<file path="config.mk">
export PLATFORM = sky130hd
export DESIGN_NAME = scalar_kalman_filter_unit_flat
export DESIGN_NICKNAME = d
export VERILOG_FILES = /design/src/sv/skf_pkg.sv /design/src/sv/skf_if.sv /design/src/sv/scalar_kalman_filter_unit.sv /design/src/flat_wrapper.sv
export SDC_FILE = /design/constraint.sdc
export NUM_CORES = 2
export LEC_CHECK = 0
export BUFFER_PORTS_ARGS = -buffer_cell sky130_fd_sc_hd__buf_4
export CAP_MARGIN = 10
export CORE_MARGIN = 2
export CORE_UTILIZATION = 50
export CTS_BUF_LIST = sky130_fd_sc_hd__clkbuf_8 sky130_fd_sc_hd__clkbuf_16
export CTS_CLUSTER_SIZE = 12
export DETAILED_ROUTE_END_ITERATION = 8
export PLACE_DENSITY_LB_ADDON = 0.15
export RECOVER_POWER = 100
export SYNTH_ARGS = -nofsm -noshare
export SYNTH_HDL_FRONTEND = slang
export SYNTH_SLANG_ARGS = --single-unit
export TNS_END_PERCENT = 20
</file>
<file path="constraint.sdc">
create_clock -name clk -period 14.9 [get_ports clk]
set_clock_uncertainty 0.2 [all_clocks]
set_input_delay 2.98 -clock clk [delete_from_list [all_inputs] [get_ports clk]]
set_output_delay 2.98 -clock clk [all_outputs]
set_load 0.05 [all_outputs]
</file>
<file path="src/sv/skf_pkg.sv">
// ----------------------------------------------------------------------------
// skf_pkg
// Shared constants, register indexes and sequencer states of the scalar
// Kalman filter unit.
// ----------------------------------------------------------------------------
`timescale 1ns / 1ps
`default_nettype none

package skf_pkg;

  localparam int SKF_SAMPLE_WIDTH = 16;

  // configuration port
  localparam int SKF_CFG_AW = 2;
  localparam int SKF_CFG_DW = 32;

  typedef enum logic [SKF_CFG_AW-1:0] {
    REG_STATE_GAIN    = 2'd0,
    REG_PROCESS_NOISE = 2'd1,
    REG_MEAS_NOISE    = 2'd2
  } skf_reg_t;

  localparam logic signed [15:0] SKF_GAIN_RST  = 16'sd4096;
  localparam logic [31:0]        SKF_QNOISE_RST = 32'd65536;
  localparam logic [31:0]        SKF_RNOISE_RST = 32'd65536;

  // divider produces quotient bits 16 down to 0
  localparam int SKF_DIV_STEPS = 17;
  localparam int SKF_CNT_W     = $clog2(SKF_DIV_STEPS);

  typedef enum logic [3:0] {
    ST_IDLE,
    ST_MUL_AX,
    ST_MUL_AA,
    ST_MUL_AAP,
    ST_PRED_P,
    ST_DIV_INIT,
    ST_DIV,
    ST_MUL_KLO,
    ST_MUL_KHI,
    ST_MUL_KP,
    ST_FINISH
  } skf_state_t;

endpackage

`default_nettype wire

</file>
<file path="src/sv/skf_if.sv">
// ----------------------------------------------------------------------------
// skf_if
// Valid/ready stream interfaces for measurement samples and filtered values.
// ----------------------------------------------------------------------------
`timescale 1ns / 1ps
`default_nettype none

interface skf_meas_if #(
  parameter int W = 16
);
  logic                valid;
  logic                ready;
  logic signed [W-1:0] measurement;

  modport source (output valid, output measurement, input ready);
  modport sink   (input valid, input measurement, output ready);
endinterface

interface skf_filt_if #(
  parameter int W = 16
);
  logic                valid;
  logic                ready;
  logic signed [W-1:0] filtered_value;

  modport source (output valid, output filtered_value, input ready);
  modport sink   (input valid, input filtered_value, output ready);
endinterface

`default_nettype wire

</file>
<file path="src/sv/scalar_kalman_filter_unit.sv">
// ----------------------------------------------------------------------------
// scalar_kalman_filter_unit
// One-dimensional Kalman filter: predict, gain by restoring division, update.
// ----------------------------------------------------------------------------
// a request is taken only in the idle state, so one request is in flight at a time;
//   each goes through the 17-step restoring gain divider and six passes through
//   the single shared 33x33 multiplier
// a result waits in the output register; the next request is taken meanwhile
// reset (rst_n low, synchronous): estimate and covariance cleared, registers
//   back to A = 1.0, Q = R = 1.0, output register emptied
`timescale 1ns / 1ps
`default_nettype none

module scalar_kalman_filter_unit #(
  parameter int SAMPLE_WIDTH = skf_pkg::SKF_SAMPLE_WIDTH
) (
  input  wire logic                            clk,
  input  wire logic                            rst_n,
  skf_meas_if.sink                             in_chan,
  skf_filt_if.source                           out_chan,
  input  wire logic                            cfg_we,
  input  wire logic [skf_pkg::SKF_CFG_AW-1:0]  cfg_addr,
  input  wire logic [skf_pkg::SKF_CFG_DW-1:0]  cfg_wdata
);
  import skf_pkg::*;

  localparam int SW  = SAMPLE_WIDTH;
  // difference z*2^16 - x_pred, split at bit 24 for two partial products
  localparam int DW  = ((SW + 16 > 32) ? SW + 16 : 32) + 1;
  localparam int LOW = 24;
  localparam int RW  = ((SW > 17) ? SW : 17) + 1;
  localparam logic signed [RW-1:0] YMAX = RW'((64'sd1 <<< (SW - 1)) - 64'sd1);
  localparam logic signed [RW-1:0] YMIN = RW'(-(64'sd1 <<< (SW - 1)));

  skf_state_t state_r, state_nxt;

  // configuration
  logic signed [15:0] gain_a_r;
  logic [31:0]        qn_r;
  logic [31:0]        rn_r;

  // filter state
  logic signed [31:0] est_r;
  logic [31:0]        cov_r;

  // working registers
  logic signed [SW-1:0]  z_r;
  logic signed [65:0]    prod_r;
  logic signed [31:0]    xp_r;
  logic signed [DW-1:0]  diff_r;
  logic [31:0]           pp_r;
  logic [32:0]           den_r;
  logic [33:0]           rem_r;
  logic [16:0]           quo_r;
  logic [SKF_CNT_W-1:0]  cnt_r;
  logic signed [65:0]    acc_r;
  logic                  out_valid_r;
  logic signed [SW-1:0]  out_data_r;

  // shared multiplier
  logic signed [32:0] mul_a, mul_b;
  logic signed [65:0] mul_p;
  assign mul_p = mul_a * mul_b;

  logic in_fire, fin_fire;
  assign in_chan.ready = (state_r == ST_IDLE);
  assign in_fire       = in_chan.valid && in_chan.ready;
  assign fin_fire      = (state_r == ST_FINISH) && (!out_valid_r || out_chan.ready);

  assign out_chan.valid          = out_valid_r;
  assign out_chan.filtered_value = out_data_r;

  // gain is zero when the denominator is zero
  logic [16:0] gain;
  assign gain = (den_r == 33'd0) ? 17'd0 : quo_r;

  // predicted estimate
  logic signed [47:0] ax_rnd;
  logic signed [35:0] ax_sh;
  logic signed [31:0] xp_nxt;
  always_comb begin
    ax_rnd = prod_r[47:0] + 48'sd2048;
    ax_sh  = ax_rnd[47:12];
    if (ax_sh > 36'sd2147483647) begin
      xp_nxt = 32'sh7FFFFFFF;
    end else if (ax_sh < -36'sd2147483648) begin
      xp_nxt = 32'sh80000000;
    end else begin
      xp_nxt = ax_sh[31:0];
    end
  end

  // predicted covariance
  logic [62:0] aap_rnd;
  logic [39:0] pp_sum;
  logic [31:0] pp_nxt;
  always_comb begin
    aap_rnd = prod_r[62:0] + 63'd8388608;
    pp_sum  = 40'(aap_rnd[62:24]) + 40'(qn_r);
    pp_nxt  = (pp_sum > 40'hFFFFFFFF) ? 32'hFFFFFFFF : pp_sum[31:0];
  end

  // one restoring division step
  logic [34:0] trial;
  logic        ge;
  logic [33:0] rem_step;
  always_comb begin
    trial    = {1'b0, rem_r} - {2'b00, den_r};
    ge       = !trial[34];
    rem_step = ge ? {trial[32:0], 1'b0} : {rem_r[32:0], 1'b0};
  end

  // estimate and covariance update and output rounding
  logic signed [65:0] acc_rnd;
  logic signed [49:0] corr;
  logic signed [50:0] xsum;
  logic signed [31:0] xnew;
  logic signed [32:0] y_rnd;
  logic signed [RW-1:0] yw;
  logic signed [RW-1:0] ysat;
  logic [48:0] pn_rnd;
  logic [31:0] pnew;
  always_comb begin
    acc_rnd = acc_r + 66'sd32768;
    corr    = acc_rnd[65:16];
    xsum    = 51'(corr) + 51'(xp_r);
    if (xsum > 51'sd2147483647) begin
      xnew = 32'sh7FFFFFFF;
    end else if (xsum < -51'sd2147483648) begin
      xnew = 32'sh80000000;
    end else begin
      xnew = xsum[31:0];
    end
    y_rnd = 33'(xnew) + 33'sd32768;
    // rounded value is signed, extend with its sign
    yw    = RW'($signed(y_rnd[32:16]));
    if (yw > YMAX) begin
      ysat = YMAX;
    end else if (yw < YMIN) begin
      ysat = YMIN;
    end else begin
      ysat = yw;
    end
    pn_rnd = {1'b0, prod_r[47:0]} + 49'd32768;
    pnew   = pn_rnd[47:16];
  end

  // next state
  always_comb begin
    state_nxt = state_r;
    case (state_r)
      ST_IDLE:     if (in_fire) state_nxt = ST_MUL_AX;
      ST_MUL_AX:   state_nxt = ST_MUL_AA;
      ST_MUL_AA:   state_nxt = ST_MUL_AAP;
      ST_MUL_AAP:  state_nxt = ST_PRED_P;
      ST_PRED_P:   state_nxt = ST_DIV_INIT;
      ST_DIV_INIT: state_nxt = ST_DIV;
      ST_DIV:      if (cnt_r == '0) state_nxt = ST_MUL_KLO;
      ST_MUL_KLO:  state_nxt = ST_MUL_KHI;
      ST_MUL_KHI:  state_nxt = ST_MUL_KP;
      ST_MUL_KP:   state_nxt = ST_FINISH;
      ST_FINISH:   if (fin_fire) state_nxt = ST_IDLE;
      default:     state_nxt = ST_IDLE;
    endcase
  end

  // multiplier operand selection
  always_comb begin
    mul_a = '0;
    mul_b = '0;
    case (state_r)
      ST_MUL_AX: begin
        mul_a = 33'(gain_a_r);
        mul_b = 33'(est_r);
      end
      ST_MUL_AA: begin
        mul_a = 33'(gain_a_r);
        mul_b = 33'(gain_a_r);
      end
      ST_MUL_AAP: begin
        // A*A is at most 2^30, so bit 32 of the product is clear
        mul_a = prod_r[32:0];
        mul_b = {1'b0, cov_r};
      end
      ST_MUL_KLO: begin
        mul_a = {16'd0, gain};
        mul_b = {{(33 - LOW){1'b0}}, diff_r[LOW-1:0]};
      end
      ST_MUL_KHI: begin
        mul_a = {16'd0, gain};
        mul_b = {{(33 - DW + LOW){diff_r[DW-1]}}, diff_r[DW-1:LOW]};
      end
      ST_MUL_KP: begin
        mul_a = {16'd0, 17'(17'h10000 - gain)};
        mul_b = {1'b0, pp_r};
      end
      default: begin
        mul_a = '0;
        mul_b = '0;
      end
    endcase
  end

  always_ff @(posedge clk) begin
    if (!rst_n) begin
      state_r     <= ST_IDLE;
      gain_a_r    <= SKF_GAIN_RST;
      qn_r        <= SKF_QNOISE_RST;
      rn_r        <= SKF_RNOISE_RST;
      est_r       <= '0;
      cov_r       <= '0;
      out_valid_r <= 1'b0;
      cnt_r       <= '0;
    end else begin
      state_r <= state_nxt;

      if (cfg_we) begin
        case (cfg_addr)
          REG_STATE_GAIN:    gain_a_r <= cfg_wdata[15:0];
          REG_PROCESS_NOISE: qn_r     <= cfg_wdata;
          REG_MEAS_NOISE:    rn_r     <= cfg_wdata;
          default:           ;
        endcase
      end

      if (state_r == ST_DIV_INIT) begin
        cnt_r <= SKF_CNT_W'(SKF_DIV_STEPS - 1);
      end else if (state_r == ST_DIV) begin
        cnt_r <= cnt_r - 1'b1;
      end

      if (fin_fire) begin
        est_r <= xnew;
        cov_r <= pnew;
      end

      out_valid_r <= (out_valid_r && !out_chan.ready) || fin_fire;
    end
  end

  // datapath registers
  always_ff @(posedge clk) begin
    if (in_fire) begin
      z_r <= in_chan.measurement;
    end
    case (state_r)
      ST_MUL_AX, ST_MUL_AA, ST_MUL_AAP, ST_MUL_KLO, ST_MUL_KHI, ST_MUL_KP: begin
        prod_r <= mul_p;
      end
      default: ;
    endcase
    case (state_r)
      ST_MUL_AA:   xp_r   <= xp_nxt;
      ST_MUL_AAP:  diff_r <= (DW'(z_r) <<< 16) - DW'(xp_r);
      ST_PRED_P:   pp_r   <= pp_nxt;
      ST_DIV_INIT: begin
        den_r <= {1'b0, pp_r} + {1'b0, rn_r};
        rem_r <= {2'b00, pp_r};
      end
      ST_DIV: begin
        rem_r <= rem_step;
        quo_r <= {quo_r[15:0], ge};
      end
      ST_MUL_KHI:  acc_r  <= prod_r;
      ST_MUL_KP:   acc_r  <= acc_r + (prod_r <<< LOW);
      default: ;
    endcase
    if (fin_fire) begin
      out_data_r <= ysat[SW-1:0];
    end
  end

  // covariance never grows in the update
  a_cov_shrinks: assert property (@(posedge clk) disable iff (!rst_n)
    fin_fire |-> (pnew <= pp_r))
    else $error("updated covariance exceeds predicted covariance");

  // gain is at most 1.0 once division is done
  a_gain_range: assert property (@(posedge clk) disable iff (!rst_n)
    (state_r == ST_MUL_KLO) |-> (gain <= 17'h10000))
    else $error("gain above 1.0");

  // a zero denominator only with zero predicted covariance
  a_den_zero: assert property (@(posedge clk) disable iff (!rst_n)
    (state_r == ST_DIV && den_r == 33'd0) |-> (pp_r == 32'd0))
    else $error("zero denominator with non-zero covariance");

  // a result appears only from the finishing step
  a_out_source: assert property (@(posedge clk) disable iff (!rst_n)
    $rose(out_valid_r) |-> ($past(state_r) == ST_FINISH))
    else $error("output valid without a finished request");

endmodule

`default_nettype wire
</file>
<file path="src/flat_wrapper.sv">
// flat-port wrapper written by rule: the top's interface ports become plain ports
module scalar_kalman_filter_unit_flat import skf_pkg::*;
#(
  parameter int SAMPLE_WIDTH = skf_pkg::SKF_SAMPLE_WIDTH
)
  (clk, rst_n, cfg_we, cfg_addr, cfg_wdata, in_chan_valid, in_chan_measurement, in_chan_ready, out_chan_valid, out_chan_filtered_value, out_chan_ready);
  skf_meas_if in_chan_i ();
  skf_filt_if out_chan_i ();
  input  wire logic clk;
  input  wire logic rst_n;
  input  wire logic cfg_we;
  input  wire logic [skf_pkg::SKF_CFG_AW-1:0] cfg_addr;
  input  wire logic [skf_pkg::SKF_CFG_DW-1:0] cfg_wdata;
  input wire logic [$bits(in_chan_i.valid)-1:0] in_chan_valid;
  input wire logic [$bits(in_chan_i.measurement)-1:0] in_chan_measurement;
  output wire logic [$bits(in_chan_i.ready)-1:0] in_chan_ready;
  output wire logic [$bits(out_chan_i.valid)-1:0] out_chan_valid;
  output wire logic [$bits(out_chan_i.filtered_value)-1:0] out_chan_filtered_value;
  input wire logic [$bits(out_chan_i.ready)-1:0] out_chan_ready;
  assign in_chan_i.valid = in_chan_valid;
  assign in_chan_i.measurement = in_chan_measurement;
  assign in_chan_ready = in_chan_i.ready;
  assign out_chan_valid = out_chan_i.valid;
  assign out_chan_filtered_value = out_chan_i.filtered_value;
  assign out_chan_i.ready = out_chan_ready;
  scalar_kalman_filter_unit #(.SAMPLE_WIDTH(SAMPLE_WIDTH)) u_core (.clk(clk), .rst_n(rst_n), .in_chan(in_chan_i), .out_chan(out_chan_i), .cfg_we(cfg_we), .cfg_addr(cfg_addr), .cfg_wdata(cfg_wdata));
endmodule
</file>
**After elaboration in Yosys (flattened, before gate mapping)**

Cells that the tools add are included.
W data, S select, Z words.

- Logic and storage cells: 94
- Bits in registers: 499
- Input bits: 55
- Output and inout bits: 18

- Reductions and logical operators: 22
- Equality and inequality tests: 15
- Muxes and demuxes: 16
- $lt $le $gt $ge: 7
- Multipliers: 1
- Bitwise logic cells: 1
- $add $sub $neg: 13

Operators by type and width:

| kind | count |
|---|---|
| $pmux W33 S6 | 1 |
| $pmux W33 S4 | 1 |
| $pmux W66 S2 | 1 |
| $mux W32 | 3 |
| $pmux W34 S2 | 1 |
| $add A66 B17 Y66 const B | 1 |
| $add A66 B66 Y66 | 1 |
| $mul A33 B33 Y66 | 1 |
| $add A63 B24 Y63 const B | 1 |
| $add A50 B32 Y51 | 1 |
| $gt A51 B32 Y1 const B | 1 |
| $lt A51 B32 Y1 const B | 1 |
| $add A48 B12 Y48 const B | 1 |
| $add A48 B16 Y48 const B | 1 |
| $pmux W4 S11 | 1 |
| $add A39 B32 Y40 | 1 |
| $gt A40 B32 Y1 const B | 1 |
| $gt A36 B32 Y1 const B | 1 |
| $lt A36 B32 Y1 const B | 1 |
| $sub A34 B33 Y35 | 1 |
| $mux W34 | 1 |
| $add A32 B17 Y33 const B | 1 |
| $add A32 B32 Y33 | 1 |
| $logic_not A33 Y1 | 1 |
| other kinds (29) | 49 |

**Depth between registers and ports, before layout**

- Word-level depth: 8
- Depth in mapped cells: 45
- Depth with buffers taken out: 41

**Worst setup path after synthesis**

Ideal clock, no wire load.

- Path type: reg-to-reg
- Start: register u_core.den_r[31]
- End: register u_core.prod_r[65] (data pin)
- Data required time: 14.440 ns
- Clock period less this slack: 11.379 ns
- Arrival time: 10.919 ns
- Setup slack: 3.521 ns
- Cell stages (with the launch flop): 44
- Setup time: 0.260 ns
- Path buffers: 3
- Cells stage by stage: edfxtp_1 nor4_1 nand4_1 or4_1 clkbuf_1 clkbuf_1 nand2_1 ha_1 o21ai_1 nor2_1 nor2_1 a21oi_1 a41oi_1 a221oi_1 clkbuf_1 nor2_1 fa_1 inv_1 [8 not listed] fa_1 inv_1 fa_1 inv_1 ha_1 a21o_1 a21o_1 a21oi_1 o21ai_0 a221oi_1 o311ai_0 a31oi_1 o21ai_0 a31o_2 a221oi_1 o31ai_1 a21oi_1 xnor2_1

- Longest elaborated chain between the ends: 5

RTL lines:

| element | RTL line | RTL |
|---|---|---|
| from (decl) | scalar_kalman_filter_unit.sv:52 | `logic [32:0] den_r;` |
| from (signal assigned) | scalar_kalman_filter_unit.sv:257 | `den_r <= {1'b0, pp_r} + {1'b0, rn_r};` |
| $logic_not A33 Y1 * | scalar_kalman_filter_unit.sv:75 | `assign gain = (den_r == 33'd0) ? 17'd0 : quo_r;` |
| $mux W17 * | scalar_kalman_filter_unit.sv:75 |  |
| $sub A17 B17 Y17 | scalar_kalman_filter_unit.sv:194 | `mul_a = {16'd0, 17'(17'h10000 - gain)};` |
| $pmux W33 S4 * | scalar_kalman_filter_unit.sv:171 | `case (state_r)` |
| $mul A33 B33 Y66 * | scalar_kalman_filter_unit.sv:63 | `assign mul_p = mul_a * mul_b;` |
| via u_core.mul_p[65] | scalar_kalman_filter_unit.sv:62 | `logic signed [65:0] mul_p;` |
| to (signal assigned) | scalar_kalman_filter_unit.sv:248 | `prod_r <= mul_p;` |
| to (decl) | scalar_kalman_filter_unit.sv:48 | `logic signed [65:0] prod_r;` |

Mark *: on every way through the listed nets, which the timed path passes. The rest lies on a longest branch.
A chain may end at the register's enable or synchronous reset.

**Worst setup path after layout**

- Start: register u_core.den_r[5]
- End: register u_core.prod_r[65] (data pin)

Same word-level chain as after synthesis.

==> results.toml <==
[synthesis]
synthFlopType = "edfxtp_1"
ys_warn_count = 0
synth_compound_area_share_pct = 11.3
synth_top_family_by_area = "adder cells"
ys_ff_latch = 484
synth_area_leader_cell = "fa_1"
ys_types = 84
syn-cell-area_um2 = 70500
ys_seq_area_share_pct = 18.4
netlist_instances = 7938
ys_top_cells_by_area = "fa_1 (33%), edfxtp_1 (14%), ha_1 (7.6%)"
synth.area.mux_share_pct = 0.321
synth_edf_count = 330
ys_async_sr_fraction_pct = 0
yosys.area_share.simple_pct = 15.6
synth-xor-area-share_pct = 5.09
synthAdderAreaFrac_pct = 40.3
yosys.area.top_type_share_pct = 32.7
syn_nets = 9573
avgSynthCellArea_um2 = 8.88

[status]
status = "finished, violations left"
violations = "capacitance limit, slew limit"

[cts]
cts_sinks = 484
postCtsHoldBufs = 0
cts_buffers = 56
clk_pin_slew_ps = 60
root_buffer = "clkbuf_16"
clk_latency_ps = 690
cts_tree = "built"
post_cts_buffers = 0
ctsResizeCount = 0
clock_path_buffers = 3
htreeDepth = 2

[timing]
setup_viol = 0
hold_viol = 0
slew_viol_final = 808
tightest_slew_ps = 4030
min_period_over_period_pct = 95.1
fmax_mhz = 70.6
rsz0062_at_grt = "false"
min_period_ps = 14170
maxSlewHeadroom_pct = -169
finalSetupTns_ps = 0

[finish]
fin_nets = 9500
n_fill_cell = 13025
regArea_um2 = 13000
drive_gt1_share_pct = 4.74
syn2layout_area_growth_pct = 6.46
fin_util_pct = 53.7
mostFrequentLayoutCells = "inv_1 (1,311), nand2_1 (1,301), fa_1 (1,149)"
multi_input_area_um2 = 51300
layout_commonest_cell = "inv_1"

[detailed_routing]
wl_um = 250000
vias_per_cell = 5.89
drc = 0
first_iter_violations = 5818
ant_nets = 0
drt_pass1_iterations = 7
vias = 57714
post_drt_wl_per_cell_um = 25.5

[worst_setup_path]
crit_path_frequent_cell = "fa_1"
cp.required_ps = 15090
crit_path_top_delay_cell = "or4_1"
crit_fanout = 17
endpoint_kind = "flip-flop"
worstPathArrival_ps = 14360
critical_path_class = "flip-flop to flip-flop"
slowest_delay_ps = 990
startpoint_type = "flip-flop"

[die]
start_util_pct = 50.5
core_um2 = 140000
pin_count = 73
fp-row-count = 137
die_h_um = 379
die_width_um = 379
die_area_um2 = 144000

[global_route]
grt-ovfl-total = 0
grt_pass1_vias = 57449
grt_util_all_layers_pct = 35.2
grt_max_degree = 90
grt_pass1_wl_um = 370000
antenna_found_initial = 13

[power_and_ir_drop]
p_per_area_nw_per_um2 = 53.4
p_leak_nw = 35.3
ir_drop_mv = 0.0942

[worst_hold_path]
hold_path.class = "flip-flop to flip-flop"

[placed_design]
place.gp.congestion = 0.978
portBuffers = 72
hpwlAfterDp_um = 196000

[job]
cap_violations = 18
cells in the mapped netlist (8+ instances only):
cell type,instances
a21o_1,133
a211oi_1,34
or3_1,32
ha_1,430
buf_1,19
edfxtp_1,330
clkbuf_1,351
a211o_1,14
nand3_1,136
xor2_1,161
fa_1,1150
nand4_1,63
a21oi_1,314
nor3b_1,11
a221o_1,8
nand2b_1,53
nor2b_1,48
o31ai_1,21
nand2_1,1304
o21a_1,36
inv_1,1297
o211ai_1,20
buf_2,12
mux2i_1,8
nor3_1,73
mux2_2,13
xnor2_1,249
dfxtp_1,154
a22oi_1,32
o21bai_1,37
nor4_1,27
or2_2,15
a21boi_0,85
a222oi_1,17
and4_1,25
o211a_1,35
a221oi_1,13
nor2_1,607
and2_1,51
a31oi_1,43
o21ai_0,280
and3_1,60
o21ai_1,15
worst paths after layout:
path                                                   from                     endpoint  slack (ps)  cells after the start
worst max-delay path              u_core.den_r[5]$_DFFE_PP_  u_core.prod_r[65]$_DFFE_PP_         730                     40
worst min-delay path            u_core.qn_r[3]$_SDFFE_PN0P_  u_core.qn_r[3]$_SDFFE_PN0P_         270                      2
worst max register to register    u_core.den_r[5]$_DFFE_PP_  u_core.prod_r[65]$_DFFE_PP_         730                     40
worst min register to register  u_core.qn_r[3]$_SDFFE_PN0P_  u_core.qn_r[3]$_SDFFE_PN0P_         270                      2
critical path: cells and delay by family (launching register included):
kind,cells,cell delay (ps)
AND/OR/NAND/NOR,7,2870
adder cells (fa/ha/maj),10,4710
XOR/XNOR,1,80
buffers and inverters,8,840
flip-flops,1,390
AO/OA/AOI/OAI,14,4730
cell type report:
cell class	instances	share of cell area, %
clock buffers	64	2.03
well taps	1876	3.13
diodes	6	0.0200
multi-input cells	5771	68.3
flip-flops and latches	484	17.3
repair buffers	254	2.31
inverters	1298	6.49
clock inverters	41	0.372
registers in the layout (all words and copies together) (netlist names):
signal / flops
u_core.diff_r: 33
u_core.pp_r: 32
u_core.state_r: 4
u_core.xp_r: 32
u_core.gain_a_r: 16
u_core.quo_r: 17
u_core.cov_r: 32
u_core.z_r: 16
u_core.rem_r: 34
u_core.rn_r: 32
u_core.acc_r: 51
u_core.prod_r: 66
u_core.out_chan.valid: 1
u_core.cnt_r: 5
u_core.qn_r: 32
u_core.est_r: 32
u_core.out_chan.filtered_value: 16
u_core.den_r: 33
metal layers:
metal | GRT usage [%] | part of all wire [%]
met1 | 46.9 | 40
met2 | 53.4 | 44
met3 | 8.79 | 10
met4 | 17.5 | 5.9
met5 | 0 | 0.022
stage by stage:
| stage | total power, mW | area (µm²) | worst slack, ps | hold slack (ps) | cells |
|---|---|---|---|---|---|
| after floorplan | 2.23 | 70500 | 3520 | 224 | 7938 |
| after global placement | 2.61 | 73400 | 1210 | 257 | 9681 |
| after detailed placement | 2.62 | 73400 | 1110 | 264 | 9681 |
| after CTS | 3.98 | 75200 | 1060 | 272 | 9786 |
| after global routing | 4.14 | 75000 | 221 | 294 | 9791 |
| final | 4.01 | 75000 | 727 | 273 | 9794 |
logic make-up (layout without fill, tap and decap cells):
kind of cell	count (synthesis)	after routing
simple gates	2536	2536
mux	21	21
buf+inv	1683	1657
fa+ha+maj	1580	1580
other cells	0	6
flops	484	484
compound gates	1224	1224
xor+xnor	410	410
where the power goes:
part	internal [mW]	switching, mW	leakage, nW
clock	0.752	0.626	0.956
sequential	1.53	0.109	4.29
combinational	0.328	0.666	30.0
Power figures use the tool's default switching activity.
